[src/rtl/cci_pkg.sv]
// Shared widths, status codes, transaction types and helpers for the circle intersection core.
package cci_pkg;

    // Coordinate width and the derived working widths
    localparam int CW = 32;          // signed coordinate
    localparam int RW = CW - 1;      // unsigned radius / min distance
    localparam int DW = CW + 1;      // centre difference and distance
    localparam int HW = 2 * CW;      // saturating intermediate domain
    localparam int WW = 4 * CW;      // exact product domain

    localparam logic [1:0] ST_FOUND = 2'd0;
    localparam logic [1:0] ST_FAR   = 2'd1;
    localparam logic [1:0] ST_CLOSE = 2'd2;

    localparam logic [RW-1:0] MIN_DIST_RESET = RW'(65);

    typedef struct packed {
        logic signed [CW-1:0] center_a_x;
        logic signed [CW-1:0] center_a_y;
        logic        [RW-1:0] radius_a;
        logic signed [CW-1:0] center_b_x;
        logic signed [CW-1:0] center_b_y;
        logic        [RW-1:0] radius_b;
    } t_in;

    typedef struct packed {
        logic signed [CW-1:0] first_x;
        logic signed [CW-1:0] first_y;
        logic signed [CW-1:0] second_x;
        logic signed [CW-1:0] second_y;
        logic        [1:0]    status;
    } t_out;

    // Classified job handed from front to back
    typedef struct packed {
        logic [CW-1:0] ax;
        logic [CW-1:0] ay;
        logic [DW-1:0] dx;
        logic [DW-1:0] dy;
        logic [RW-1:0] ra;
        logic [RW-1:0] rb;
        logic [DW-1:0] d;
        logic [1:0]    status;
    } t_job;

    // Magnitude of a two's complement centre difference
    function automatic logic [DW-1:0] mag_d(input logic [DW-1:0] x);
        mag_d = x[DW-1] ? (~x + DW'(1)) : x;
    endfunction

endpackage

[src/rtl/cci_stream_if.sv]
// Valid/ready stream interface carrying one payload struct per transaction.
interface cci_stream_if #(parameter type T = logic);
    logic valid;
    logic ready;
    T     data;

    modport source (output valid, output data, input ready);
    modport sink   (input valid, input data, output ready);
endinterface

[src/rtl/cci_fifo.sv]
// Two-entry job queue between front and back.
module cci_fifo (
    input  logic         i_clk,
    input  logic         i_rst_n,
    cci_stream_if.sink   i_job,
    cci_stream_if.source o_job
);
    import cci_pkg::*;

    t_job       r_mem [2];
    logic       r_wp;
    logic       r_rp;
    logic [1:0] r_cnt;
    logic       wr;
    logic       rd;

    assign i_job.ready = (r_cnt != 2'd2);
    assign o_job.valid = (r_cnt != 2'd0);
    assign o_job.data  = r_mem[r_rp];
    assign wr          = i_job.valid && i_job.ready;
    assign rd          = o_job.valid && o_job.ready;

    // Pointers and fill count
    always_ff @(posedge i_clk) begin
        if (!i_rst_n) begin
            r_wp  <= 1'b0;
            r_rp  <= 1'b0;
            r_cnt <= 2'd0;
        end else begin
            if (wr) r_wp <= ~r_wp;
            if (rd) r_rp <= ~r_rp;
            if (wr && !rd) begin
                r_cnt <= r_cnt + 2'd1;
            end else if (rd && !wr) begin
                r_cnt <= r_cnt - 2'd1;
            end
        end
    end

    always_ff @(posedge i_clk) begin
        if (wr) r_mem[r_wp] <= i_job.data;
    end
endmodule

[src/flat_wrapper.sv]
// flat-port wrapper written by rule: the top's interface ports become plain ports
module cci_fifo_flat import cci_pkg::*;
  (i_clk, i_rst_n, i_job_valid, i_job_data, i_job_ready, o_job_valid, o_job_data, o_job_ready);
  cci_stream_if i_job_i ();
  cci_stream_if o_job_i ();
  input  logic i_clk;
  input  logic i_rst_n;
  input wire logic [$bits(i_job_i.valid)-1:0] i_job_valid;
  input wire logic [$bits(i_job_i.data)-1:0] i_job_data;
  output wire logic [$bits(i_job_i.ready)-1:0] i_job_ready;
  output wire logic [$bits(o_job_i.valid)-1:0] o_job_valid;
  output wire logic [$bits(o_job_i.data)-1:0] o_job_data;
  input wire logic [$bits(o_job_i.ready)-1:0] o_job_ready;
  assign i_job_i.valid = i_job_valid;
  assign i_job_i.data = i_job_data;
  assign i_job_ready = i_job_i.ready;
  assign o_job_valid = o_job_i.valid;
  assign o_job_data = o_job_i.data;
  assign o_job_i.ready = o_job_ready;
  cci_fifo u_core (.i_clk(i_clk), .i_rst_n(i_rst_n), .i_job(i_job_i), .o_job(o_job_i));
endmodule
[config.mk]
export PLATFORM = sky130hd
export DESIGN_NAME = cci_fifo_flat
export DESIGN_NICKNAME = d
export VERILOG_FILES = /design/src/rtl/cci_pkg.sv /design/src/rtl/cci_stream_if.sv /design/src/rtl/cci_fifo.sv /design/src/flat_wrapper.sv
export SDC_FILE = /design/constraint.sdc
export NUM_CORES = 1
export LEC_CHECK = 0
export BUFFER_PORTS_ARGS = -buffer_cell sky130_fd_sc_hd__buf_2
export CORE_AREA = 3 3 40 42
export CTS_CLUSTER_SIZE = 28
export DETAILED_ROUTE_END_ITERATION = 10
export DIE_AREA = 0 0 43 45
export PLACE_DENSITY_LB_ADDON = 0.25
export SETUP_SLACK_MARGIN = 0.5
export SLEW_MARGIN = 20
export SYNTH_ARGS = -nofsm -noshare
export SYNTH_HDL_FRONTEND = slang
export SYNTH_SLANG_ARGS = --single-unit
[constraint.sdc]
create_clock -name i_clk -period 1.89 [get_ports i_clk]
set_input_delay 0.4725 -clock i_clk [delete_from_list [all_inputs] [get_ports i_clk]]
set_output_delay 0.4725 -clock i_clk [all_outputs]
set_load 0.01 [all_outputs]
Word-level counts from Yosys, hierarchy flattened
Memory sizes are Yosys's and may differ from the RTL's. A register that Yosys moved wholly into a read port is not among the register bits.
Index checks and enable logic that the tools add are counted.
Word-level totals
  register bits: 4
  latch bits: 0
  memory bits (writable): 2
  ROM bits: 0
  bits of input ports: 5
  memories kept: 1
Operators by class
  $add $sub $neg: 2
  $mul: 0
  div/mod/pow operators: 0
  order comparisons: 0
  equal/unequal tests: 1
  shifts and indexed selects: 0
  mux-type cells: 6
  bitwise logic cells: 2
  reduce and logical (&&, ||, !) cells: 8
Memory list
  u_core.r_mem: words 2, bits a word 1, rd ports 1, clocked after Yosys merged registers in 1, wr ports 1, line cci_fifo.sv:10  | t_job r_mem [2];
Operators with widths (count)
  1-bit logical AND: 4
  1-bit two-way mux: 4
  2-bit two-way mux: 2
  2-bit nonzero test: 2
  2-bit by 1-bit adder with 2-bit output (second input constant): 1
  1-bit logical NOT: 2
  2-bit inequality test (second input constant): 1
  1-bit NOT: 2
  2-bit by 1-bit subtractor with 2-bit output (second input constant): 1

Logic depth before layout (Yosys ltp)
Gate-level depths: netlist of the first run.
  depth in word-level cells: 6
  mapped depth: 6
  gate-level depth less buffers: 6

Least setup slack after synthesis of the first run
OpenSTA, ideal clock, no wires.
  kind: register to register
  start: register u_core.r_cnt[0]
  end: register u_core.r_cnt[1]
  library setup time: 0.070 ns
  arrival: 1.494 ns
  data required time: 1.820 ns
  path slack: 0.326 ns
  stages on the path, launching flop included: 6
  buffers on the path: 0
  cell sequence: dfxtp_1 nand2b_1 and2_1 ha_1 or3_1 a21oi_1
On the way
  longest elaborated chain between the ends: 5
  elaborated cells on any way between the ends: 13
RTL lines
  from (decl): line cci_fifo.sv:13  | logic [1:0] r_cnt;
  from (signal assigned): line cci_fifo.sv:33  | r_cnt <= r_cnt + 2'd1;
  from (signal assigned): line cci_fifo.sv:35  | r_cnt <= r_cnt - 2'd1;
  2-bit inequality test (*): line cci_fifo.sv:17  | assign i_job.ready = (r_cnt != 2'd2);
  named net i_job_ready: line flat_wrapper.sv:10  | output wire logic [$bits(i_job_i.ready)-1:0] i_job_ready;
  1-bit logical AND (*): line cci_fifo.sv:20  | assign wr = i_job.valid && i_job.ready;
  named net u_core.wr: line cci_fifo.sv:14  | logic wr;
  1-bit logical NOT: line cci_fifo.sv:34  | end else if (rd && !wr) begin
  1-bit logical AND: line cci_fifo.sv:34
  2-bit nonzero test (no line)
The timed path passes the listed nets; every way through them passes the cells marked *. The select of a mux whose other input is x is not followed.
A chain may end at the register's enable or synchronous reset.

==> results of run 1 <==
## routing by layer
layer	wire, µm	track usage (%)	up-vias
met5	0	0	-
met4	0	3.614	0
met3	50	5.976	0
met2	331	13.47	7
met1	215	6.357	102
li1	-	-	120
## synthesized netlist by cell type
master / count / area share (%)
ha_1: 1 / 4.2
nor2_1: 3 / 3.8
or2_2: 1 / 2.1
and2_1: 1 / 2.1
a21bo_2: 1 / 3.4
nand2b_1: 1 / 2.1
a21oi_1: 2 / 3.4
inv_1: 2 / 2.5
or3_1: 1 / 2.1
and3_1: 1 / 2.1
o21ai_0: 2 / 3.4
edfxtp_1: 2 / 20
mux2_2: 1 / 3.8
dfxtp_1: 5 / 34
xor2_1: 3 / 8.8
nand3b_1: 1 / 2.5
## cell type report
| class | instances | area [µm²] | share of cell area (%) |
|---|---|---|---|
| sequential | 7 | 167.7 | 37.43 |
| clock buffer | 4 | 26.28 | 5.866 |
| multi-input combinational | 19 | 166.4 | 37.15 |
| tap | 15 | 18.77 | 4.190 |
| timing repair buffer | 8 | 61.31 | 13.69 |
| inverter | 2 | 7.507 | 1.676 |
## cell usage in the layout (no fill, tap or decap)
| cell | n |
|---|---|
| or2_4 | 1 |
| edfxtp_1 | 2 |
| xor2_1 | 3 |
| inv_1 | 2 |
| or3_1 | 1 |
| dfxtp_4 | 2 |
| nand2b_4 | 1 |
| nand3b_1 | 1 |
| and2_4 | 1 |
| clkbuf_4 | 3 |
| ha_4 | 1 |
| o21ai_2 | 1 |
| o21ai_0 | 1 |
| dfxtp_1 | 3 |
| a21bo_2 | 1 |
| mux2_4 | 1 |
| buf_2 | 4 |
| buf_4 | 1 |
| a21oi_1 | 1 |
| and3_1 | 1 |
| a21oi_2 | 1 |
| buf_6 | 3 |
| nor2_1 | 3 |
| clkbuf_1 | 1 |
## what timing repair did
action / in CTS / in global routing
resized for setup: 5 / 3
setup buffers: 1 / 0
endpoints found under the setup margin: 3 / 4
pin swaps: 1 / 0
## worst reg2reg max path, stage by stage (launching register included)
cell	delay (ns)
dfxtp_4	0.35
nand2b_4	0.16
and2_4	0.15
ha_4	0.15
xor2_1	0.14
or3_1	0.32
a21oi_2	0.12
## per-stage QoR
step	cell area (µm²)	utilization, %
floorplan	326.6	-
global placement	380.4	29.60
detailed placement	380.4	29.60
CTS	434.2	33.79
global route	447.9	34.86
finish	447.9	34.86
## cell families (layout without fill, tap and decap cells)
group,count (synthesis),in the layout
muxes,1,1
AOI/OAI and AO/OA,5,5
xor gates and xnor gates,3,3
buffers and inverters,2,14
DFF,7,7
adders and majority gates,1,1
and+or+nand+nor,9,9
## power breakdown
part           internal [µW]  switching, µW
clock                   80.5           53.5
combinational            186            127
sequential               211           36.9
## final timing paths
path / slack (ns) / endpoint / start / depth (start not counted)
max reg2reg: 0.44 / u_core.r_cnt[1] / u_core.r_cnt[0] / 6
min: 0.42 / u_core.r_mem[1] / i_job_data / 1
max: 0.40 / o_job_data / u_core.r_mem[0] / 2
min reg2reg: 0.50 / register / u_core.r_rp / 2
==> impl_metrics.tcl, run 1 <==
set metrics [dict create \
    status "complete, no violations" \
    core_area_um2 1285 \
    max-clock-path-buffers 2 \
    max_freq_mhz 671.7 \
    fp.dieH_um 45 \
    slowest_stage "edfxtp_1" \
    startpoint_type "register" \
    worst_slew_pin_slew_ns 0.2316 \
    n_fill_cell 135 \
    grt-ovfl-total 0 \
    period_needed_ns 1.489 \
    synth_compound_area_share_pct 10.08 \
    slew_headroom_pct 84.40 \
    cts_hold_buf 0 \
    clk_latency_ns 0.25 \
    wl_per_cell_um 10.85 \
    cts_tree "built" \
    diodes 0 \
    cap_violations 0 \
    slew_violations 0 \
    crit_path_max_incr_delay_ns 0.37 \
    path_delay_family "flip-flops" \
    drtIter0Drc 2 \
    portBuffers 7 \
    peakVddDrop_v 0.0007341 \
    cts_buffers 3 \
    clkSinkCount 7 \
    synth.area.mux_share_pct 3.782 \
    ant_nets 0 \
    crit_buf_inv 1 \
    fin_skew_ns 0.006063 \
    crit_arrival_ns 1.02 \
    hold_viol_final 0 \
    totalWireLength_um 597 \
    setup_slack_ns 0.4012 \
    syn_to_final_growth_pct 50.42 \
    p_leak_uw 0.0001959 \
    start_util_pct 23.17 \
    synth_xor_area_share_pct 8.824 \
    dp_cells 50 \
    via_per_inst 4.164 \
    die_area_um2 1935 \
    synth_area_per_cell_um2 10.64 \
    grt_pass1_vias 245 \
    finalCritPeriodShare_pct 78.77 \
    synthCells 28 \
    yosysSeqAreaShare_pct 53.78 \
    dp_slack_ns 0.3341 \
    yosys.area_share.adder_pct 4.202 \
    syn_nets 34 \
    cts-htree-levels 1 \
    final_nets 47 \
    drc 0 \
    setup_violations 0 \
    die_w_um 43 \
    fin_total_pwr_uw 694.1 \
    critPathMaxFanout 1 \
    criticalPathCategory "reg2out" \
    drive_above_1_share_pct 52.50 \
    synth_top_family_by_area "simple AND/OR/NAND/NOR gates" \
    ios 8 \
    vias 229 \
    final.setup.tns_ns 0 \
    yosysWarnings 0 \
    globalplace.congestion 0.7136 \
    grt.total_usage_pct 7.699 \
    final_cells 55 \
    cp-end-kind "output pin" \
    drt_pre_antenna_iters 4 \
    yosys.area_share.simple_pct 16.81 \
    hp-class "in2reg" \
    synth-seq-cells 7 \
    rsz0062_at_grt "true" \
    synth_cell_types 16 \
    power.density_nw_per_um2 1550 \
    grt_pass1_wl_um 986 \
    required_ns 1.42 \
    crit_chain "mux2_4 -> buf_6" \
    holdWs_ns 0.4183 \
    grt_max_degree 6 \
    fp-row-count 13 \
    path_clk_slew_ns 0.05 \
    clock-root-buffer "clkbuf_4" \
    syn-cell-area_um2 297.8 \
    antenna_found_initial 0 \
]
Power figures use the tool's default switching activity.
==> run 2: changes to the inputs <==
- ABC_AREA: not set -> 1
- clock period: 1.89 -> 1.45 ns (I/O delays scaled with it)
==> run 2 against run 1 <==
Against the previous run:
- die area is the same
- via count is 39% higher
- non-clock buffer count up 8
- synthesized area is 8.4% higher
- register-to-register slack got worse by 0.19 ns
- sequential power increased by 38%
- final area up 33%
- global-route usage increased by 0.25 points
- sequential share of layout area shrank 9.1 points
- clock skew decreased by 0.0023 ns
- sequential cell count did not move
==> impl_metrics.tcl, run 2 <==
set metrics [dict create \
    status "complete, no violations" \
    p_leak_uw 0.0002770 \
    fp-row-count 13 \
    drive_above_1_share_pct 68.33 \
    synth_cell_types 16 \
    max-clock-path-buffers 2 \
    die_area_um2 1935 \
    crit_arrival_ns 1.00 \
    cap_violations 0 \
    clk_latency_ns 0.25 \
    clkPwrFrac_pct 15.3 \
    synth_async_sr_flop_share_pct 0 \
    required_ns 1.09 \
    grt.total_usage_pct 7.950 \
    grt_pass1_vias 263 \
    syn-cell-area_um2 322.8 \
    final_common_cell "buf_6" \
    wl_per_cell_um 9.493 \
    antenna_found_initial 0 \
    syn_nets 46 \
    fin_skew_ns 0.003800 \
    die_w_um 43 \
    synthTopCellsByArea "dfxtp_1, edfxtp_1, nor2_1" \
    grt_pass1_wl_um 1076 \
    synth_edf_count 2 \
    yosys-top-cells-count "nor2_1, nand2_1, inv_1, dfxtp_1" \
    holdWs_ns 0.2999 \
    totalWireLength_um 712 \
    finalCritPeriodShare_pct 93.79 \
    setup_violations 0 \
    grt-ovfl-total 0 \
    peakVddDrop_v 0.0008389 \
    cts_hold_buf 0 \
    fin_util_pct 46.35 \
    synth_top_area_cell "dfxtp_1" \
    core_area_um2 1285 \
    rsz0062_at_grt "true" \
    p_seq_share_pct 29.0 \
    period_needed_ns 1.360 \
    max_freq_mhz 735.3 \
    start_util_pct 25.12 \
    ys.flop_type "dfxtp_1" \
    yosysWarnings 0 \
    ios 8 \
    portBuffers 7 \
    slew_headroom_pct 86.41 \
    grt_max_degree 5 \
    cts-htree-levels 1 \
    dp_cells 62 \
    startpoint_type "register" \
    cts_buffers 3 \
    globalplace.congestion 0.6864 \
    synthCells 40 \
    cts_tree "built" \
    diodes 0 \
    fp.dieH_um 45 \
    p_int_uw 747.4 \
    final_cells 75 \
    clkSinkCount 7 \
    syn_to_final_growth_pct 84.50 \
    fin_total_pwr_uw 1181 \
    final_nets 67 \
    vias 319 \
    criticalPathCategory "reg2out" \
    power.density_nw_per_um2 1983 \
    drt_pre_antenna_iters 4 \
    synth-seq-cells 7 \
    synth_top_area_share_pct 31.01 \
    ant_nets 0 \
    via_per_inst 4.253 \
    combPwrFrac_pct 55.7 \
    worst_slew_pin_slew_ns 0.2035 \
    p_sw_share_pct 36.72 \
    yosysSeqAreaShare_pct 49.61 \
    synth_area_per_cell_um2 8.070 \
    clock-root-buffer "clkbuf_4" \
    path_clk_slew_ns 0.05 \
    final_cell_mix "buf_6, nor2_1, buf_2, buf_4" \
    drc 0 \
    hp-class "in2reg" \
    slew_violations 0 \
    final.setup.tns_ns 0 \
    hold_viol_final 0 \
    critPathMaxFanout 1 \
    place_hpwl_um 452.5 \
    cp-end-kind "output pin" \
    drtIter0Drc 3 \
    synth.most_common_cell "nor2_1" \
    p_switching_uw 433.7 \
]
[run 2: cells by family after synthesis]
family	share of synthesized area (%)
AOI/OAI and AO/OA	6.976
adders and majority gates	3.875
buffers and inverters	9.687
DFF	49.61
muxes	3.488
and+or+nand+nor	26.36
[run 2: metal layers]
layer / up-vias / global-route usage, % / routed length [µm]
li1: 168 / - / -
met1: 143 / 9.291 / 292
met2: 6 / 10.78 / 376
met3: 2 / 2.390 / 22
met4: 0 / 9.036 / 20
met5: - / 0 / 0
[run 2: worst paths after layout]
path / start / to / slack (ns) / cells past startpoint
worst max-delay path: u_core.r_mem[0] / o_job_data / 0.09 / 2
worst min-delay path: i_job_data / u_core.r_mem[0] / 0.30 / 1
worst max register to register: u_core.r_cnt[0] / u_core.r_cnt[1] / 0.25 / 10
worst min register to register: u_core.r_wp / u_core.r_wp / 0.52 / 2
[run 2: worst max-delay path, cell delays in order, from the launching register on]
cell and delay (ns):
edfxtp_1 0.35, mux2_4 0.28, buf_6 0.12
[run 2: timing repair]
| item | in CTS | in global routing |
|---|---|---|
| pin swaps | 6 | 10 |
| buffers inserted | 6 | 3 |
| endpoints found under the setup margin | 6 | 10 |
| gates resized for setup | 12 | 18 |
| gates cloned | 0 | 0 |
[run 2: final cells by class]
type / count / area, µm²
Fill cell: 122 / 689.4
Multi-Input combinational cell: 25 / 201.4
Sequential cell: 7 / 168.9
Timing Repair Buffer: 16 / 140.1
Inverter: 8 / 40.04
Clock buffer: 4 / 26.28
Tap cell: 15 / 18.77
[run 2: stage by stage]
step | setup slack (ns) | instance area [µm²]
global placement | 0.2013 | 409.1
floorplan | 0.2831 | 355.3
CTS | 0.07822 | 514.2
detailed placement | 0.1988 | 409.1
finish | 0.09010 | 595.6
global route | 0.05681 | 595.6
[run 2: power by group through the flow]
stage	sequential, µW	clock (µW)	combinational [µW]
2_1_floorplan	304	0	285
3_5_place_dp	312	0	363
3_3_place_gp	313	0	363
6_report	343	181	657
4_1_cts	322	189	509
5_1_grt	353	198	711
==> run 3: changes to the inputs <==
- BUFFER_PORTS_ARGS: -buffer_cell sky130_fd_sc_hd__buf_2 -> -buffer_cell sky130_fd_sc_hd__buf_4
==> run 3 against run 2 <==
Against the previous run:
- cell count is the same
- sequential share of layout area grew 1.2 points
- largest power group unchanged
- maximum frequency grew 0.30%
- via count shrank 1.6%
- global-route usage shrank 0.26 points
- non-clock buffer count is the same
- critical path type unchanged
==> impl_metrics.tcl, run 3 (same netlist as run 2, synthesis figures left out) <==
set metrics [dict create \
    portBuffers 7 \
    core_area_um2 1285 \
    startpoint_type "register" \
    cap_violations 0 \
    critPathMaxFanout 1 \
    fin_skew_ns 0.0004644 \
    regArea_um2 165.2 \
    ant_nets 0 \
    die_area_um2 1935 \
    clkSinkCount 7 \
    totalWireLength_um 703 \
    max-clock-path-buffers 2 \
    start_util_pct 25.12 \
    die_w_um 43 \
    slowest_stage "edfxtp_1" \
    path_clk_slew_ns 0.05 \
    cp-end-kind "output pin" \
    cts_tree "built" \
    via_per_inst 4.187 \
    rsz0062_at_grt "true" \
    required_ns 1.09 \
    globalplace.congestion 0.7114 \
    antenna_found_initial 0 \
    cts-htree-levels 1 \
    status "complete, no violations" \
    final.setup.tns_ns 0 \
    setup_violations 0 \
    vias 314 \
    finalCritPeriodShare_pct 93.50 \
    wl_per_cell_um 9.373 \
    criticalPathCategory "reg2out" \
    drt_pre_antenna_iters 1 \
    crit_path_max_incr_delay_ns 0.35 \
    grt-ovfl-total 0 \
    multi_input_area_um2 178.9 \
    hp-class "in2reg" \
    drtIter0Drc 0 \
    power.density_nw_per_um2 2028 \
    ios 8 \
    grt_max_degree 5 \
    fp-row-count 13 \
    period_needed_ns 1.356 \
    peakVddDrop_v 0.0007181 \
    diodes 0 \
    drc 0 \
    slew_headroom_pct 89.95 \
    crit_chain "mux2_4 -> buf_6" \
    setup_slack_ns 0.09418 \
    grt_pass1_wl_um 1000 \
    syn_to_final_growth_pct 72.87 \
    grt.total_usage_pct 7.692 \
    clock-root-buffer "clkbuf_4" \
    p_leak_uw 0.0002587 \
    path_delay_family "flip-flops" \
    final_common_cell "buf_4" \
    worst_slew_pin_slew_ns 0.1491 \
    cts_buffers 3 \
    dp_cells 62 \
    fin_area_um2 558.0 \
    fp.dieH_um 45 \
    crit_arrival_ns 0.99 \
    slew_violations 0 \
    crit_buf_inv 1 \
    final_cells 75 \
    hold_viol_final 0 \
    final_cell_mix "buf_4, nand2_1, nor2_1" \
    drive_above_1_share_pct 61.67 \
    grt_pass1_vias 266 \
    placed_area_um2 426.7 \
    dp_slack_ns 0.1817 \
    clk_latency_ns 0.25 \
    max_freq_mhz 737.6 \
    n_fill_cell 133 \
    final_nets 67 \
    place_hpwl_um 473.8 \
]
run 3: cell counts in the layout (fill, tap and decap cells not counted):
No cell type changed its count.
run 3: power breakdown:
group	internal (µW)	leakage (µW)	switching [µW]
Combinational	351	0.000183	278
Sequential	270	0.0000610	56.5
Clock	105	0.0000150	71.5
run 3: worst paths after layout:
| check | start | endpoint | slack [ns] | depth (start not counted) |
|---|---|---|---|---|
| worst min-delay path | i_job_data | u_core.r_mem[1] | 0.30 | 1 |
| worst max register to register | u_core.r_cnt[0] | u_core.r_cnt[1] | 0.23 | 10 |
| worst min register to register | u_core.r_rp | u_core.r_rp | 0.51 | 2 |
| worst max-delay path | u_core.r_mem[0] | o_job_data | 0.09 | 2 |
run 3: area by class of cell:
class | count | area share, %
timing repair buffer | 16 | 23.54
sequential | 7 | 29.60
inverter | 8 | 6.726
tap | 15 | 3.363
clock buffer | 4 | 4.709
multi-input combinational | 25 | 32.06
run 3: per-layer routing:
| layer | GRT usage [%] | up-vias | share of wire, % |
|---|---|---|---|
| met3 | 3.586 | 2 | 2.4 |
| met5 | 0 | - | 0 |
| met2 | 13.17 | 2 | 57 |
| li1 | - | 167 | - |
| met1 | 7.317 | 143 | 40 |
| met4 | 5.422 | 0 | 0.57 |
run 3: timing repair:
| item | in CTS | in global routing |
|---|---|---|
| cloned | 0 | 0 |
| resized for setup | 11 | 4 |
| hold buffers | 0 | 0 |
| buffers inserted | 9 | 0 |
| endpoints found under the setup margin | 6 | 9 |
| pin swaps | 7 | 2 |
run 3: through the flow:
stage | power [µW] | utilization, % | hold WS [ns]
floorplan | 589.1 | - | 0.4614
detailed placement | 702.5 | 33.20 | 0.4942
CTS | 1107 | 42.45 | 0.2937
finish | 1132 | 43.43 | 0.3040
global route | 1203 | 43.43 | 0.2849
global placement | 697.9 | 33.20 | 0.4774
