==> src/rtl/cci_pkg.sv <==
// Shared widths, status codes, transaction types and helpers for the circle intersection core.
package cci_pkg;

    // Coordinate width and the derived working widths
    localparam int CW = 32;          // signed coordinate
    localparam int RW = CW - 1;      // unsigned radius / min distance
    localparam int DW = CW + 1;      // centre difference and distance
    localparam int HW = 2 * CW;      // saturating intermediate domain
    localparam int WW = 4 * CW;      // exact product domain

    localparam logic [1:0] ST_FOUND = 2'd0;
    localparam logic [1:0] ST_FAR   = 2'd1;
    localparam logic [1:0] ST_CLOSE = 2'd2;

    localparam logic [RW-1:0] MIN_DIST_RESET = RW'(65);

    typedef struct packed {
        logic signed [CW-1:0] center_a_x;
        logic signed [CW-1:0] center_a_y;
        logic        [RW-1:0] radius_a;
        logic signed [CW-1:0] center_b_x;
        logic signed [CW-1:0] center_b_y;
        logic        [RW-1:0] radius_b;
    } t_in;

    typedef struct packed {
        logic signed [CW-1:0] first_x;
        logic signed [CW-1:0] first_y;
        logic signed [CW-1:0] second_x;
        logic signed [CW-1:0] second_y;
        logic        [1:0]    status;
    } t_out;

    // Classified job handed from front to back
    typedef struct packed {
        logic [CW-1:0] ax;
        logic [CW-1:0] ay;
        logic [DW-1:0] dx;
        logic [DW-1:0] dy;
        logic [RW-1:0] ra;
        logic [RW-1:0] rb;
        logic [DW-1:0] d;
        logic [1:0]    status;
    } t_job;

    // Magnitude of a two's complement centre difference
    function automatic logic [DW-1:0] mag_d(input logic [DW-1:0] x);
        mag_d = x[DW-1] ? (~x + DW'(1)) : x;
    endfunction

endpackage

==> src/rtl/cci_stream_if.sv <==
// Valid/ready stream interface carrying one payload struct per transaction.
interface cci_stream_if #(parameter type T = logic);
    logic valid;
    logic ready;
    T     data;

    modport source (output valid, output data, input ready);
    modport sink   (input valid, input data, output ready);
endinterface

==> src/rtl/cci_sqrt.sv <==
// Iterative integer square root, one result bit per cycle.
module cci_sqrt #(
    parameter int OUT_W = 33,
    parameter int IN_W  = 66
) (
    input  logic             i_clk,
    input  logic             i_rst_n,
    input  logic             i_start,
    input  logic [IN_W-1:0]  i_radicand,
    output logic             o_done,
    output logic [OUT_W-1:0] o_root
);
    localparam int RMW = OUT_W + 2;
    localparam int CNW = (OUT_W > 1) ? $clog2(OUT_W) : 1;

    logic             r_busy;
    logic             r_done;
    logic [CNW-1:0]   r_cnt;
    logic [IN_W-1:0]  r_rad;
    logic [RMW-1:0]   r_rem;
    logic [OUT_W-1:0] r_root;

    logic [RMW+1:0]   sh;
    logic [RMW+1:0]   trial;
    logic             ge;
    logic [RMW+1:0]   diff;

    // One digit: bring down two radicand bits, try root*4+1
    always_comb begin
        sh    = {r_rem, r_rad[IN_W-1 -: 2]};
        trial = (RMW+2)'({r_root, 2'b01});
        ge    = sh >= trial;
        diff  = sh - trial;
    end

    // Control
    always_ff @(posedge i_clk) begin
        if (!i_rst_n) begin
            r_busy <= 1'b0;
            r_done <= 1'b0;
            r_cnt  <= '0;
        end else begin
            r_done <= 1'b0;
            if (i_start) begin
                r_busy <= 1'b1;
                r_cnt  <= CNW'(OUT_W - 1);
            end else if (r_busy) begin
                if (r_cnt == '0) begin
                    r_busy <= 1'b0;
                    r_done <= 1'b1;
                end else begin
                    r_cnt <= r_cnt - CNW'(1);
                end
            end
        end
    end

    // Datapath
    always_ff @(posedge i_clk) begin
        if (i_start) begin
            r_rad  <= i_radicand;
            r_rem  <= '0;
            r_root <= '0;
        end else if (r_busy) begin
            r_rad  <= r_rad << 2;
            r_rem  <= ge ? diff[RMW-1:0] : sh[RMW-1:0];
            r_root <= {r_root[OUT_W-2:0], ge};
        end
    end

    assign o_done = r_done;
    assign o_root = r_root;
endmodule

==> src/rtl/cci_front.sv <==
// Front end: input skid register, centre distance and far/close classification.
module cci_front (
    input  logic                  i_clk,
    input  logic                  i_rst_n,
    input  logic [cci_pkg::RW-1:0] i_min_dist,
    cci_stream_if.sink            i_in,
    cci_stream_if.source          o_job
);
    import cci_pkg::*;

    localparam logic [1:0] F_IDLE = 2'd0;
    localparam logic [1:0] F_SQ   = 2'd1;
    localparam logic [1:0] F_ROOT = 2'd2;
    localparam logic [1:0] F_PUSH = 2'd3;

    logic [1:0]      r_state;
    logic            r_buf_v;
    t_in             r_buf;
    t_job            r_job;

    logic            take;
    logic            in_acc;
    logic [DW-1:0]   mag_x;
    logic [DW-1:0]   mag_y;
    logic [2*DW-1:0] sq_x;
    logic [2*DW-1:0] sq_y;
    logic [2*DW-1:0] sum_sq;
    logic            sq_done;
    logic [DW-1:0]   root;
    logic [CW-1:0]   r_sum;
    logic            far;
    logic            close;

    assign in_acc     = i_in.valid && i_in.ready;
    assign i_in.ready = !r_buf_v;
    assign take       = r_buf_v && (r_state == F_IDLE);

    // Input holding register, frees up as soon as the worker takes it
    always_ff @(posedge i_clk) begin
        if (!i_rst_n) begin
            r_buf_v <= 1'b0;
        end else if (in_acc) begin
            r_buf_v <= 1'b1;
        end else if (take) begin
            r_buf_v <= 1'b0;
        end
    end

    always_ff @(posedge i_clk) begin
        if (in_acc) begin
            r_buf <= i_in.data;
        end
    end

    // Sum of squares of the centre difference
    always_comb begin
        mag_x  = mag_d(r_job.dx);
        mag_y  = mag_d(r_job.dy);
        sq_x   = mag_x * mag_x;
        sq_y   = mag_y * mag_y;
        sum_sq = sq_x + sq_y;
    end

    cci_sqrt #(.OUT_W(DW), .IN_W(2*DW)) u_dist (
        .i_clk      (i_clk),
        .i_rst_n    (i_rst_n),
        .i_start    (r_state == F_SQ),
        .i_radicand (sum_sq),
        .o_done     (sq_done),
        .o_root     (root)
    );

    // Distance test first, then the minimum distance test
    always_comb begin
        far   = root > DW'(r_sum);
        close = (root < DW'(i_min_dist)) || (root == '0);
    end

    // Sequencer
    always_ff @(posedge i_clk) begin
        if (!i_rst_n) begin
            r_state <= F_IDLE;
        end else begin
            case (r_state)
                F_IDLE: begin
                    if (take) r_state <= F_SQ;
                end
                F_SQ: begin
                    r_state <= F_ROOT;
                end
                F_ROOT: begin
                    if (sq_done) r_state <= F_PUSH;
                end
                F_PUSH: begin
                    if (o_job.ready) r_state <= F_IDLE;
                end
                default: begin
                    r_state <= F_IDLE;
                end
            endcase
        end
    end

    // Job payload
    always_ff @(posedge i_clk) begin
        if (take) begin
            r_job.ax <= r_buf.center_a_x;
            r_job.ay <= r_buf.center_a_y;
            r_job.ra <= r_buf.radius_a;
            r_job.rb <= r_buf.radius_b;
            r_job.dx <= {r_buf.center_b_x[CW-1], r_buf.center_b_x}
                      - {r_buf.center_a_x[CW-1], r_buf.center_a_x};
            r_job.dy <= {r_buf.center_b_y[CW-1], r_buf.center_b_y}
                      - {r_buf.center_a_y[CW-1], r_buf.center_a_y};
            r_sum    <= {1'b0, r_buf.radius_a} + {1'b0, r_buf.radius_b};
        end
        if (r_state == F_ROOT && sq_done) begin
            r_job.d <= root;
            if (far) begin
                r_job.status <= ST_FAR;
            end else if (close) begin
                r_job.status <= ST_CLOSE;
            end else begin
                r_job.status <= ST_FOUND;
            end
        end
    end

    assign o_job.valid = (r_state == F_PUSH);
    assign o_job.data  = r_job;
endmodule

==> src/flat_wrapper.sv <==
// flat-port wrapper written by rule: the top's interface ports become plain ports
module cci_front_flat import cci_pkg::*;
  (i_clk, i_rst_n, i_min_dist, i_in_valid, i_in_data, i_in_ready, o_job_valid, o_job_data, o_job_ready);
  cci_stream_if i_in_i ();
  cci_stream_if o_job_i ();
  input  logic i_clk;
  input  logic i_rst_n;
  input  logic [cci_pkg::RW-1:0] i_min_dist;
  input wire logic [$bits(i_in_i.valid)-1:0] i_in_valid;
  input wire logic [$bits(i_in_i.data)-1:0] i_in_data;
  output wire logic [$bits(i_in_i.ready)-1:0] i_in_ready;
  output wire logic [$bits(o_job_i.valid)-1:0] o_job_valid;
  output wire logic [$bits(o_job_i.data)-1:0] o_job_data;
  input wire logic [$bits(o_job_i.ready)-1:0] o_job_ready;
  assign i_in_i.valid = i_in_valid;
  assign i_in_i.data = i_in_data;
  assign i_in_ready = i_in_i.ready;
  assign o_job_valid = o_job_i.valid;
  assign o_job_data = o_job_i.data;
  assign o_job_i.ready = o_job_ready;
  cci_front u_core (.i_clk(i_clk), .i_rst_n(i_rst_n), .i_min_dist(i_min_dist), .i_in(i_in_i), .o_job(o_job_i));
endmodule
==> config.mk <==
export PLATFORM = sky130hd
export DESIGN_NAME = cci_front_flat
export DESIGN_NICKNAME = d
export VERILOG_FILES = /design/src/rtl/cci_pkg.sv /design/src/rtl/cci_stream_if.sv /design/src/rtl/cci_sqrt.sv /design/src/rtl/cci_front.sv /design/src/flat_wrapper.sv
export SDC_FILE = /design/constraint.sdc
export NUM_CORES = 1
export LEC_CHECK = 0
export BUFFER_PORTS_ARGS = -buffer_cell sky130_fd_sc_hd__buf_2
export CAP_MARGIN = 0
export CORE_UTILIZATION = 65
export CTS_BUF_LIST = sky130_fd_sc_hd__clkbuf_8
export DETAILED_ROUTE_END_ITERATION = 8
export PLACE_DENSITY = 0.85
export REMOVE_ABC_BUFFERS = 1
export SYNTH_ARGS = -nofsm -noshare
export SYNTH_HDL_FRONTEND = slang
export SYNTH_SLANG_ARGS = --single-unit
==> constraint.sdc <==
create_clock -name i_clk -period 6.25 [get_ports i_clk]
set_input_delay 0.9375 -clock i_clk [delete_from_list [all_inputs] [get_ports i_clk]]
set_output_delay 0.9375 -clock i_clk [all_outputs]
set_load 0.005 [all_outputs]
* Word level (Yosys, flattened, before mapping)
Cells that the tools add are included.
Word-level totals: bits in registers 82, input bits 36, output and inout port bits 3, logic and storage cells 52
Operators by class: $add $sub $neg 2, $lt $le $gt $ge 2, equal/unequal tests 7, muxes and demuxes 14, bitwise operators 3, reductions and logical operators 13
Operators by type and width (count):
- 37-bit by 35-bit greater-or-equal comparator with 1-bit output | 1
- 35-bit 2-to-1 mux | 1
- 35-bit subtractor | 1
- 33-bit by 1-bit greater-than comparator with 1-bit output | 1
- 6-bit 2-to-1 mux | 3
- 2-bit case mux with 4 select lines | 1
- 6-bit logical NOT | 1
- 1-bit 2-to-1 mux | 6
- 2-bit 2-to-1 mux | 3
- 6-bit by 1-bit subtractor with 6-bit output, second input constant | 1
- 2-bit == test, second input constant | 2
- 2-bit by 1-bit inequality test with 1-bit output, second input constant | 2
- 2-bit inequality test, second input constant | 2
- 2-bit AND reduction | 2
- 2-bit nonzero test | 2
- 1-bit logical AND | 3
- 1-bit NOT | 3
- 3-bit AND reduction | 1
- 3-bit OR reduction | 1
- 2-bit by 1-bit == test with 1-bit output, second input constant | 1
- 2-bit logical NOT | 1
- 2-bit OR reduction | 1
- 1-bit logical NOT | 1

* Depth between registers and ports, before layout
Gate-level depths: netlist (run 1).
word-level depth 4, gate-level depth with buffers 14, mapped depth without buffers 12

* By module
A second synthesis (run 1) with hierarchy kept.
Second synthesis, totals: cells, all modules 828, area total of the unflattened synthesis 8240.4 µm²
Modules (own cells, without submodules):
- cci_sqrt | instances 1, cells each 787, area each 7828.8 µm², sequential area each 3503.4 µm²
- cci_front | instances 1, cells each 41, area each 411.6 µm², sequential area each 150.1 µm²

* Worst setup path after synthesis (run 1)
OpenSTA, ideal clock, no wires.
kind reg2reg, start point register u_core.u_dist.r_root[1] (netlist: u_core.u_dist.o_root[1]), end point register u_core.u_dist.r_rem[16], library setup time 0.128 ns, data arrival time 3.004 ns, required time 6.122 ns, setup slack 3.119 ns, cell stages (with the launch flop) 14, path buffers 1, clock period less this slack 3.131 ns, path through dfxtp_1 > inv_1 > ha_1 > fa_1 > a211oi_2 > o21ai_1 > a221oi_2 > o21ai_1 > a221o_1 > a41oi_2 > buf_6 > mux2_2 > mux2i_1 > nor2_1
On the way: longest elaborated chain between the ends 2, elaborated cells on any way between the ends 3, those cells by class add/sub: 1; order compare: 1; mux: 1
Ends and longest elaborated chain:
- from (decl) | RTL line cci_sqrt.sv:21 | logic [OUT_W-1:0] r_root;
- from (signal assigned) | RTL line cci_sqrt.sv:67 | r_root <= {r_root[OUT_W-2:0], ge};
- 35-bit subtractor / 37-bit by 35-bit greater-or-equal comparator with 1-bit output (equally long branches) | RTL line cci_sqrt.sv:33, cci_sqrt.sv:32
- 35-bit 2-to-1 mux (*) | RTL line cci_sqrt.sv:66 | r_rem <= ge ? diff[RMW-1:0] : sh[RMW-1:0];
- to (signal assigned) | RTL line cci_sqrt.sv:66
- to (decl) | RTL line cci_sqrt.sv:20 | logic [RMW-1:0] r_rem;
Every way passes the cells marked *; elsewhere a longest branch is shown, timed or not. A chain may end at the register's enable or synchronous reset.

* Worst setup path after layout (run 1)
start point register u_core.u_dist.r_root[1] (netlist: u_core.u_dist.o_root[1]), end point register u_core.u_dist.r_rem[5]
The elaborated chain is that of the path after synthesis.

==> out/results.ini, run 1 <==
[status]
run_status = finished, final reports clean

[power_and_ir_drop]
irDropWorstVdd_mv = 0.312
p_int_mw = 1.60
cellPowerDensity_nw_per_um2 = 566
netSwitchingFraction = 0.465
power_leakage_nw = 2.08
power.sequential.fraction = 0.242
clockPowerShare = 0.120
netSwitchingPower_mw = 1.39
pwr-share-comb = 0.638
power_mw = 2.98

[critical_path]
critPathMaxFanout = 50
critical_path_class = reg -> reg
critPathRequiredTime_ns = 6.48
critical_path_arrival_ns = 4.41
cp-start-kind = register
worstSetupEndpointType = register

[synth]
async_flop_share = 0
synth_commonest_cells = sky130_fd_sc_hd__nor2_1, sky130_fd_sc_hd__dfxtp_1, sky130_fd_sc_hd__a21oi_1
synth_enable_flop_cells = 3
yosysSeqAreaShare = 0.323
ys_top_cells_by_area = sky130_fd_sc_hd__dfxtp_1, sky130_fd_sc_hd__ha_1, sky130_fd_sc_hd__mux2i_1, sky130_fd_sc_hd__nor2_1, sky130_fd_sc_hd__a21oi_1
synth_top_cell_area_share = 0.305
synth_top_family_by_area = compound AO/OA/AOI/OAI gates
syn-mean-instance-area_um2 = 8.20
synth_simple_gate_area_share = 0.177
synth_cell_type_count = 54
synthAdderAreaFrac = 0.0980
post_synthesis_share_of_cell_area_spent_on_xor_and_xnor_gates = 0.0555
yosys_register_bits = 80
syn_inst = 616
synth_compound_gate_area_share = 0.182
synthMostInstantiatedCell = sky130_fd_sc_hd__nor2_1
netlist_area_um2 = 5050
synth_top_flop_cell = sky130_fd_sc_hd__dfxtp_1
synthesis.yosys.warnings = 0
library_cell_with_the_largest_summed_area_after_synthesis = sky130_fd_sc_hd__dfxtp_1
muxShareOfSynthArea = 0.0980

[routing]
via_cell_ratio = 6.04
first_pass_iters = 6
route.antenna.remaining_nets = 0
drc = 0
wl_per_cell_um = 14.8
routed-via-count = 4276
route.final.wire_length_mm = 10.5
drt-initial-drc-count = 217

[clocking]
clock-sinks = 80
clkTransAtPathRegs_ns = 0.09
clockBufferDepth = 2
h-tree-depth = 3
cts_tree = yes
hold_buffers = 0
cts_resized = 0
clock_latency_ns = 0.36
cts_post_setup_buffers_inserted = 0
tritoncts.num_buffers = 9
root_buffer = sky130_fd_sc_hd__clkbuf_8

[floorplan]
dieWidth_um = 90.2
placeableCoreArea_um2 = 7370
design.portCount = 39
design.die.area_um2 = 8130
placement_rows = 31
dieHeight_um = 90.2
initial_cell_density_of_the_core = 0.686

[global_routing]
wire_length_of_the_first_global_routing_pass_mm = 17.9
grt_start_max_net_pins = 95
grt.overflow.total = 0
initial_antenna_violation_count = 0
track_usage = 0.270
first_global_vias = 4027

[sta]
maxSlewHeadroom = 0.245
fin_ws_ns = 2.07
clock_period_minus_worst_slack_ns = 4.18
hold_viol_final = 0
hold-worst-slack_ns = 0.428
unrepaired_setup_endpoints_after_global_routing = no
finalCritPeriodShare = 0.669
achievable-frequency_mhz = 239
fin_setup_tns_ns = 0
clock-skew-final_ns = 0.00841
timing.final.setup_violations = 0
transition_time_at_the_pin_with_the_least_slew_margin_ns = 1.13
timing_max_transition_violations_final = 0

[final_layout]
final_nets = 679
drive_gt1_frac = 0.0591
num_antenna_cells = 0
area_growth_syn_to_layout_pct = 4.23
stdcell_area_um2 = 5270

[placement]
io_buffer_count = 7
post-dp-hpwl_mm = 7.24
place_ws_ns = 2.14
gp_congestion = 0.962
detailed_place.area_um2 = 5080

[hold_path]
hold_path.class = reg -> reg

[flow_run]
maxCapViolCount = 0

[flip-flops by register name, indices dropped and copies added, names as in the netlist]
signal                count
u_core.u_dist.r_rem      34
u_core.u_dist.r_busy      1
u_core.r_state            2
u_core.u_dist.o_done      1
u_core.u_dist.o_root     32
u_core.r_buf              1
u_core.u_dist.r_cnt       6
u_core.r_buf_v            1
u_core.r_sum              1
u_core.o_job.data         1
[cell families after synthesis]
family | Yosys count
AND/OR/NAND/NOR | 198
AO/OA/AOI/OAI | 140
flip-flops | 80
buffers and inverters | 78
multiplexers | 49
adder cells (fa/ha/maj) | 39
XOR/XNOR | 32
[cell usage in the layout (no fill, tap or decap), types with 3 or more instances in the layout]
| cell type | instances |
|---|---|
| sky130_fd_sc_hd__nor2_1 | 101 |
| sky130_fd_sc_hd__dfxtp_1 | 76 |
| sky130_fd_sc_hd__a21oi_1 | 48 |
| sky130_fd_sc_hd__inv_1 | 46 |
| sky130_fd_sc_hd__mux2i_1 | 45 |
| sky130_fd_sc_hd__ha_1 | 37 |
| sky130_fd_sc_hd__nand2_1 | 35 |
| sky130_fd_sc_hd__a211oi_1 | 26 |
| sky130_fd_sc_hd__xor2_1 | 18 |
| sky130_fd_sc_hd__o21ai_0 | 15 |
| sky130_fd_sc_hd__xnor2_1 | 14 |
| sky130_fd_sc_hd__a21o_1 | 11 |
| sky130_fd_sc_hd__nand3_1 | 10 |
| sky130_fd_sc_hd__clkbuf_8 | 10 |
| sky130_fd_sc_hd__nor4_1 | 9 |
| sky130_fd_sc_hd__nor3_1 | 8 |
| sky130_fd_sc_hd__buf_2 | 7 |
| sky130_fd_sc_hd__o31ai_1 | 6 |
| sky130_fd_sc_hd__nor3b_1 | 6 |
| sky130_fd_sc_hd__nor2b_1 | 5 |
| sky130_fd_sc_hd__nand4_1 | 4 |
| sky130_fd_sc_hd__o21bai_1 | 4 |
| sky130_fd_sc_hd__and3_1 | 4 |
| sky130_fd_sc_hd__nand3b_1 | 4 |
| sky130_fd_sc_hd__a31oi_1 | 4 |
| sky130_fd_sc_hd__a311oi_1 | 4 |
| sky130_fd_sc_hd__nand2b_1 | 4 |
| sky130_fd_sc_hd__mux2_2 | 4 |
| sky130_fd_sc_hd__and2_1 | 3 |
| sky130_fd_sc_hd__o211ai_1 | 3 |
| sky130_fd_sc_hd__o21a_1 | 3 |
| sky130_fd_sc_hd__buf_4 | 3 |
| sky130_fd_sc_hd__edfxtp_1 | 3 |
[per-layer routing]
| metal | vias up | global-route usage | part of all wire |
|---|---|---|---|
| li1 | 2139 | - | - |
| met1 | 2014 | 0.326 | 0.45 |
| met2 | 102 | 0.468 | 0.48 |
| met3 | 21 | 0.0533 | 0.054 |
| met4 | 0 | 0.109 | 0.016 |
| met5 | - | 0 | 0 |
[power groups by stage]
stage | logic (mW) | registers (mW) | clock network [mW]
6_report | 1.90 | 0.722 | 0.358
5_1_grt | 2.11 | 0.737 | 0.391
4_1_cts | 1.89 | 0.721 | 0.366
3_5_place_dp | 1.87 | 0.732 | 0
3_3_place_gp | 1.81 | 0.727 | 0
2_1_floorplan | 1.51 | 0.752 | 0
[per-stage QoR]
step,utilization,cells
finish,0.715,708
global route,0.715,708
CTS,0.715,708
detailed placement,0.690,692
global placement,0.690,692
floorplan,-,583
[final cells by class]
| cell class | instances | area (um2) |
|---|---|---|
| sequential | 80 | 1640 |
| inverter | 45 | 169 |
| timing repair buffer | 10 | 57.6 |
| tap | 99 | 124 |
| clock buffer | 10 | 138 |
| fill | 590 | 2100 |
| multi-input combinational | 458 | 3100 |
| clock inverter | 6 | 45.0 |
[worst paths after layout]
kind                                 from                      to  slack [ns]  cells past startpoint
setup reg to reg  u_core.u_dist.o_root[1]  u_core.u_dist.r_rem[5]        2.07                     13
setup / recovery  u_core.u_dist.o_root[1]  u_core.u_dist.r_rem[5]        2.07                     13
hold / removal            u_core.r_buf[0]         u_core.r_sum[0]        0.43                      0
hold reg to reg           u_core.r_buf[0]         u_core.r_sum[0]        0.43                      0
[critical path, cell delays in order (launching register included)]
cell and delay, ns:
sky130_fd_sc_hd__dfxtp_1 0.40, sky130_fd_sc_hd__inv_1 0.06, sky130_fd_sc_hd__ha_1 0.21, sky130_fd_sc_hd__fa_1 0.43
sky130_fd_sc_hd__a211oi_2 0.25, sky130_fd_sc_hd__o21ai_1 0.16, sky130_fd_sc_hd__a221oi_2 0.43, sky130_fd_sc_hd__o21ai_1 0.18
sky130_fd_sc_hd__a221o_1 0.44, sky130_fd_sc_hd__a41oi_4 0.34, sky130_fd_sc_hd__buf_4 0.52, sky130_fd_sc_hd__mux2_2 0.40
sky130_fd_sc_hd__mux2i_1 0.13, sky130_fd_sc_hd__nor2_1 0.05
(Power assumes the default switching activity.)
==> inputs of run 2 (changes only) <==
ABC_AREA = 1   (was not set)
CORE_UTILIZATION = 64   (was 65)
PLACE_DENSITY = 0.84   (was 0.85)
clock period = 4.4 ns   (was 6.25 ns; I/O delays follow)
==> run 2 against run 1 <==
  * Clock skew up 0.0033 ns
  * Non-clock buffer count down 1
  * Routed wire length up 37%
  * Clock power up 77%
  * Critical path type unchanged
  * Final cell count up 56%
  * Critical path depth unchanged
  * Core utilization down 0.57 points
  * Largest power group unchanged
  * Cell area up 20%
  * Highest routed layer unchanged
  * Global-route usage up 4.4 points
==> out/results.ini, run 2 <==
[status]
run_status = finished, final reports clean  ; unchanged

[floorplan]
initial_cell_density_of_the_core = 0.676  ; was 0.686
design.die.area_um2 = 9780  ; was 8130 um2
placement_rows = 34  ; was 31
placeableCoreArea_um2 = 8890  ; was 7370 um2
design.portCount = 39  ; unchanged
dieWidth_um = 98.9  ; was 90.2 um
dieHeight_um = 98.9  ; was 90.2 um

[synth]
synth_commonest_cells = sky130_fd_sc_hd__nand2_1, sky130_fd_sc_hd__inv_1, sky130_fd_sc_hd__a21oi_1  ; was sky130_fd_sc_hd__nor2_1, sky130_fd_sc_hd__dfxtp_1, sky130_fd_sc_hd__a21oi_1
library_cell_with_the_largest_summed_area_after_synthesis = sky130_fd_sc_hd__dfxtp_1  ; unchanged
syn-mean-instance-area_um2 = 6.03  ; was 8.20 um2
synth_top_flop_cell = sky130_fd_sc_hd__dfxtp_1  ; unchanged
yosysSeqAreaShare = 0.271  ; was 0.323
synth_enable_flop_cells = 3  ; unchanged
ys_top_cells_by_area = sky130_fd_sc_hd__dfxtp_1, sky130_fd_sc_hd__nand2_1, sky130_fd_sc_hd__inv_1, sky130_fd_sc_hd__ha_1, sky130_fd_sc_hd__a21oi_1  ; was sky130_fd_sc_hd__dfxtp_1, sky130_fd_sc_hd__ha_1, sky130_fd_sc_hd__mux2i_1, sky130_fd_sc_hd__nor2_1, sky130_fd_sc_hd__a21oi_1
syn_inst = 997  ; was 616
synth_cell_type_count = 39  ; was 54
async_flop_share = 0  ; unchanged
netlist_area_um2 = 6010  ; was 5050 um2
synthesis.yosys.warnings = 0  ; unchanged
synthMostInstantiatedCell = sky130_fd_sc_hd__nand2_1  ; was sky130_fd_sc_hd__nor2_1
yosys_register_bits = 80  ; unchanged
synth_top_cell_area_share = 0.257  ; was 0.305

[critical_path]
critPathMaxFanout = 33  ; was 50
critical_path_arrival_ns = 3.04  ; was 4.41 ns
critPathRequiredTime_ns = 4.64  ; was 6.48 ns
critical_path_class = reg -> reg  ; unchanged
crit_path_cell_trace = inv_1 > ha_1 > fa_1 > nand3_1 > nand3_2 > nand2_2 > nand2_2 > nand2_4 > nand2_4 > nand2_4 > nand2_1 > a21oi_1 > nor2_1  ; was inv_1 > ha_1 > fa_1 > a211oi_2 > o21ai_1 > a221oi_2 > o21ai_1 > a221o_1 > a41oi_4 > buf_4 > mux2_2 > mux2i_1 > nor2_1
longest_individual_stage_delay_on_the_worst_path_ns = 0.47  ; was 0.52 ns
ff2ff_path_depth = 13  ; unchanged
cp-start-kind = register  ; unchanged
critPathMostFrequentCell = sky130_fd_sc_hd__nand2_4  ; was sky130_fd_sc_hd__o21ai_1
worstSetupEndpointType = register  ; unchanged
critical_path.slowest_cell = sky130_fd_sc_hd__fa_1  ; was sky130_fd_sc_hd__buf_4
worst-r2r-setup-slack_ns = 1.60  ; was 2.07 ns

[routing]
wl_per_cell_um = 13.0  ; was 14.8 um
via_cell_ratio = 5.42  ; was 6.04
route.antenna.remaining_nets = 0  ; unchanged
routed-via-count = 5973  ; was 4276
drt-initial-drc-count = 390  ; was 217
route.final.wire_length_mm = 14.4  ; was 10.5 mm
first_pass_iters = 5  ; was 6
drc = 0  ; unchanged

[sta]
clock_period_minus_worst_slack_ns = 2.80  ; was 4.18 ns
clock-skew-final_ns = 0.0118  ; was 0.00841 ns
timing_max_transition_violations_final = 0  ; unchanged
unrepaired_setup_endpoints_after_global_routing = no  ; unchanged
achievable-frequency_mhz = 357  ; was 239 MHz
hold_viol_final = 0  ; unchanged
maxSlewHeadroom = 0.262  ; was 0.245
finalCritPeriodShare = 0.636  ; was 0.669
fin_setup_tns_ns = 0  ; unchanged
timing.final.setup_violations = 0  ; unchanged
transition_time_at_the_pin_with_the_least_slew_margin_ns = 1.10  ; was 1.13 ns

[final_layout]
reg_with_most_ffs = u_core.u_dist.r_rem  ; unchanged
leading_cell_type_in_the_layout_fill_and_taps_excluded = sky130_fd_sc_hd__nand2_1  ; was sky130_fd_sc_hd__nor2_1
final_core_occ = 0.709  ; was 0.715
largest_register_ff_count = 34  ; unchanged
num_antenna_cells = 0  ; unchanged
final_nets = 1065  ; was 679
area_growth_syn_to_layout_pct = 4.91  ; was 4.23%
drive_gt1_frac = 0.0533  ; was 0.0591
commonest_cells_after_routing_fill_and_taps_aside = sky130_fd_sc_hd__nand2_1, sky130_fd_sc_hd__inv_1, sky130_fd_sc_hd__a21oi_1  ; was sky130_fd_sc_hd__nor2_1, sky130_fd_sc_hd__dfxtp_1, sky130_fd_sc_hd__a21oi_1

[clocking]
clockBufferDepth = 2  ; unchanged
h-tree-depth = 3  ; unchanged
cts_resized = 0  ; unchanged
cts_post_setup_buffers_inserted = 0  ; unchanged
hold_buffers = 0  ; unchanged
clock_latency_ns = 0.37  ; was 0.36 ns
clock-sinks = 80  ; unchanged
cts_tree = yes  ; unchanged
clkTransAtPathRegs_ns = 0.09  ; about the same
root_buffer = sky130_fd_sc_hd__clkbuf_8  ; unchanged
tritoncts.num_buffers = 9  ; unchanged

[hold_path]
hold_depth = 0  ; unchanged
hold_path.class = reg -> reg  ; unchanged

[global_routing]
initial_antenna_violation_count = 0  ; unchanged
grt_start_max_net_pins = 61  ; was 95
wire_length_of_the_first_global_routing_pass_mm = 24.8  ; was 17.9 mm
grt.overflow.total = 0  ; unchanged
first_global_vias = 5371  ; was 4027
track_usage = 0.314  ; was 0.270

[placement]
io_buffer_count = 7  ; unchanged
post-dp-hpwl_mm = 10.8  ; was 7.24 mm
gp_congestion = 0.993  ; was 0.962

[power_and_ir_drop]
power_leakage_nw = 3.38  ; was 2.08 nW
cellPowerDensity_nw_per_um2 = 479  ; was 566 nW/um2
irDropWorstVdd_mv = 0.486  ; was 0.312 mV

[flow_run]
maxCapViolCount = 0  ; unchanged

==> run 2: cell types whose count changed after synthesis, sizes merged, moves of 12 or more <==
cell / before / now
a21oi: 48 / 91
nand4: 4 / 16
nand3: 10 / 46
o21ai: 17 / 38
xor2: 18 / 0
a211oi: 27 / 3
nand2: 35 / 367
inv: 45 / 177
mux2i: 45 / 0
nor2: 101 / 54
nand3b: 4 / 21
==> run 2: worst paths after layout <==
path | to | start
min | u_core.r_sum[0] | u_core.r_buf[0]
max | u_core.u_dist.r_rem[2] | u_core.u_dist.o_root[1]
max reg2reg | u_core.u_dist.r_rem[2] | u_core.u_dist.o_root[1]
min reg2reg | u_core.r_sum[0] | u_core.r_buf[0]
==> run 2: cells by family (layout without fill, tap and decap cells) <==
kind of cell / Yosys count / count (layout) / share of synthesized area
XOR/XNOR: 14 / 14 / 0.0204
AND/OR/NAND/NOR: 522 / 522 / 0.374
AO/OA/AOI/OAI: 136 / 136 / 0.121
flip-flops: 80 / 80 / 0.271
buffers and inverters: 206 / 204 / 0.131
adder cells (fa/ha/maj): 39 / 39 / 0.0824
==> run 2: through the flow <==
step | total power, mW | instances | hold slack (ns) | area (um2) | setup slack [ns]
final | 3.02 | 1103 | 0.432 | 6300 | 1.60
after detailed placement | 2.38 | 1087 | 0.417 | 6080 | 1.65
after global routing | 3.28 | 1103 | 0.448 | 6300 | 1.41
after global placement | 2.35 | 1087 | 0.411 | 6080 | 1.72
after floorplan | 2.03 | 970 | 0.400 | 5890 | 0.878
after CTS | 3.01 | 1103 | 0.436 | 6300 | 1.61
==> run 2: final cells by class <==
type	instances	area [um2]
Clock inverter	7	101
Inverter	179	672
Timing Repair Buffer	9	50.0
Tap cell	108	135
Multi-Input combinational cell	711	3590
Sequential cell	80	1630
Clock buffer	9	124
Fill cell	796	2590
==> run 2: report_power, final <==
part / switching, mW / internal, mW
Clock: 0.307 / 0.327
Sequential: 0.0934 / 0.874
Combinational: 0.990 / 0.431
Total: 1.39 / 1.63
==> run 2: critical path: cells and delay by family, from the launching register on <==
family                   cells  cell delay (ns)
AND/OR/NAND/NOR              9             1.40
adder cells (fa/ha/maj)      2             0.70
flip-flops                   1             0.36
AO/OA/AOI/OAI                1             0.13
buffers and inverters        1             0.07
==> run 2: routing by layer <==
| layer | part of all wire | track usage | routed length, um | vias to the layer above |
|---|---|---|---|---|
| li1 | - | - | - | 3097 |
| met2 | 0.45 | 0.507 | 6480 | 176 |
| met1 | 0.47 | 0.429 | 6770 | 2677 |
| met5 | 0 | 0 | 0 | - |
| met4 | 0.020 | 0.104 | 282 | 0 |
| met3 | 0.058 | 0.0461 | 831 | 23 |
==> inputs of run 3 (changes only) <==
clock period = 2.9 ns   (was 4.4 ns; I/O delays follow)
==> run 3 against run 2 <==
  * Worst hold slack got worse by 0.19 ns
  * Register-to-register slack got worse by 1.0 ns
  * Sequential cell count unchanged
  * Non-clock buffer count increased by 5
  * Clock power increased by 44%
  * Final cell count increased by 0.45%
  * Critical path depth unchanged
  * Total power increased by 51%
  * Critical path type unchanged
  * Critical endpoint unchanged
  * Largest cell class unchanged
  * Largest power group unchanged
  * Highest routed layer unchanged
==> out/results.ini, run 3 (same netlist as run 2, synthesis figures left out) <==
[clocking]
clockBufferDepth = 2  ; unchanged
clkTransAtPathRegs_ns = 0.10  ; was 0.09 ns
root_buffer = sky130_fd_sc_hd__clkbuf_8  ; unchanged
h-tree-depth = 3  ; unchanged
hold_buffers = 0  ; unchanged
cts_tree = yes  ; unchanged
cts_post_setup_buffers_inserted = 0  ; unchanged
clock-sinks = 80  ; unchanged
clock_latency_ns = 0.38  ; was 0.37 ns
tritoncts.num_buffers = 9  ; unchanged
cts_resized = 0  ; unchanged

[power_and_ir_drop]
clockPowerShare = 0.201  ; was 0.210
pwr-share-comb = 0.487  ; was 0.470
netSwitchingPower_mw = 2.16  ; was 1.39 mW
power_mw = 4.56  ; was 3.02 mW
cellPowerDensity_nw_per_um2 = 721  ; was 479 nW/um2
power_leakage_nw = 3.40  ; was 3.38 nW
power.sequential.fraction = 0.312  ; was 0.320
p_int_mw = 2.40  ; was 1.63 mW
irDropWorstVdd_mv = 0.841  ; was 0.486 mV
netSwitchingFraction = 0.474  ; was 0.460

[final_layout]
area_growth_syn_to_layout_pct = 5.25  ; was 4.91%
commonest_cells_after_routing_fill_and_taps_aside = sky130_fd_sc_hd__nand2_1, sky130_fd_sc_hd__inv_1, sky130_fd_sc_hd__a21oi_1  ; unchanged
largest_register_ff_count = 34  ; unchanged
final_non_filler_cell_total = 1108  ; was 1103
final_nets = 1070  ; was 1065
drive_gt1_frac = 0.0580  ; was 0.0533
final_core_occ = 0.711  ; was 0.709
leading_cell_type_in_the_layout_fill_and_taps_excluded = sky130_fd_sc_hd__nand2_1  ; unchanged
num-fill-cells = 813  ; was 796
num_antenna_cells = 0  ; unchanged
reg_with_most_ffs = u_core.u_dist.r_rem  ; unchanged

[sta]
hold-worst-slack_ns = 0.242  ; was 0.432 ns
timing_max_transition_violations_final = 0  ; unchanged
clock-skew-final_ns = 0.0162  ; was 0.0118 ns
finalCritPeriodShare = 0.799  ; was 0.636
hold_viol_final = 0  ; unchanged
achievable-frequency_mhz = 431  ; was 357 MHz
fin_ws_ns = 0.582  ; was 1.60 ns
timing.final.setup_violations = 0  ; unchanged
unrepaired_setup_endpoints_after_global_routing = no  ; unchanged
clock_period_minus_worst_slack_ns = 2.32  ; was 2.80 ns
transition_time_at_the_pin_with_the_least_slew_margin_ns = 0.894  ; was 1.10 ns
maxSlewHeadroom = 0.404  ; was 0.262

[routing]
routed-via-count = 5915  ; was 5973
first_pass_iters = 7  ; was 5
drt-initial-drc-count = 374  ; was 390
wl_per_cell_um = 13.2  ; was 13.0 um
route.antenna.remaining_nets = 0  ; unchanged
via_cell_ratio = 5.34  ; was 5.42
drc = 0  ; unchanged
route.final.wire_length_mm = 14.6  ; was 14.4 mm

[flow_run]
maxCapViolCount = 0  ; unchanged

[global_routing]
first_global_vias = 5347  ; was 5371
initial_antenna_violation_count = 0  ; unchanged
grt.overflow.total = 0  ; unchanged
wire_length_of_the_first_global_routing_pass_mm = 25.0  ; was 24.8 mm
grt_start_max_net_pins = 96  ; was 61
track_usage = 0.322  ; was 0.314

[hold_path]
hold_path.class = in -> reg  ; was reg -> reg

[floorplan]
placeableCoreArea_um2 = 8890  ; unchanged
dieWidth_um = 98.9  ; unchanged
design.portCount = 39  ; unchanged
dieHeight_um = 98.9  ; unchanged
placement_rows = 34  ; unchanged
design.die.area_um2 = 9780  ; unchanged
initial_cell_density_of_the_core = 0.676  ; unchanged

[critical_path]
critPathRequiredTime_ns = 3.16  ; was 4.64 ns
worstSetupEndpointType = register  ; unchanged
critical_path.slowest_cell = sky130_fd_sc_hd__fa_1  ; unchanged
critical_path_class = reg -> reg  ; unchanged
critPathMaxFanout = 16  ; was 33
cp-start-kind = register  ; unchanged
critical_path_arrival_ns = 2.58  ; was 3.04 ns
longest_individual_stage_delay_on_the_worst_path_ns = 0.45  ; was 0.47 ns
critPathMostFrequentCell = sky130_fd_sc_hd__nand2_4  ; unchanged
crit_path_cell_trace = inv_1 > ha_1 > fa_1 > nand3_1 > nand3_2 > nand2_2 > nand2_2 > nand2_4 > nand2_4 > nand2_4 > nand2_1 > a21oi_1 > nor2_1  ; unchanged

[placement]
post-dp-hpwl_mm = 11.0  ; was 10.8 mm
io_buffer_count = 7  ; unchanged
place_ws_ns = 0.627  ; was 1.65 ns
gp_congestion = 1.02  ; was 0.993
place.detailed.instances = 1092  ; was 1087

[status]
run_status = finished, final reports clean  ; unchanged

-- run 3: cell count changes in the layout (fill, tap and decap cells not counted) --
cell and delta:
sky130_fd_sc_hd__buf_4 +5, sky130_fd_sc_hd__bufinv_16 -1, sky130_fd_sc_hd__inv_4 +1, sky130_fd_sc_hd__clkinv_2 -1, sky130_fd_sc_hd__inv_8 +1
-- run 3: path summary, 6_finish.rpt --
check                          start                      to  slack, ns  cells past startpoint
max          u_core.u_dist.o_root[1]  u_core.u_dist.r_rem[2]       0.58                     13
max reg2reg  u_core.u_dist.o_root[1]  u_core.u_dist.r_rem[2]       0.58                     13
min reg2reg          u_core.r_buf[0]         u_core.r_sum[0]       0.43                      0
min                        i_in_data         u_core.r_buf[0]       0.24                      1
-- run 3: per-stage QoR --
stage / TNS (ns) / cell area, um2
global route: 0 / 6320
global placement: 0 / 6120
detailed placement: 0 / 6120
floorplan: -19.80 / 5890
finish: 0 / 6320
CTS: 0 / 6320
-- run 3: power by group through the flow --
stage	Combinational [mW]	Clock [mW]	Sequential [mW]
2_1_floorplan	1.59	0	1.50
3_3_place_gp	2.14	0	1.44
3_5_place_dp	2.18	0	1.45
4_1_cts	2.20	0.924	1.43
5_1_grt	2.52	0.976	1.45
6_report	2.22	0.916	1.43
-- run 3: layout make-up --
| cell class | count | area (um2) | area share |
|---|---|---|---|
| clock buffer | 9 | 124 | 0.0196 |
| clock inverter | 7 | 83.8 | 0.0133 |
| inverter | 179 | 672 | 0.106 |
| multi-input combinational | 711 | 3590 | 0.568 |
| sequential | 80 | 1630 | 0.258 |
| tap | 108 | 135 | 0.0214 |
| timing repair buffer | 14 | 87.6 | 0.0138 |
-- run 3: per-layer routing --
layer	share of wire	track usage
met1	0.47	0.431
met2	0.44	0.524
met3	0.065	0.0504
met5	0	0
met4	0.024	0.116
-- run 3: worst max-delay path: cells and delay by family, from the launching register on --
family          cells  cell delay, ns
fa+ha+maj           2            0.67
buf+inv             1            0.07
flops               1            0.36
compound gates      1            0.14
simple gates        9            0.95
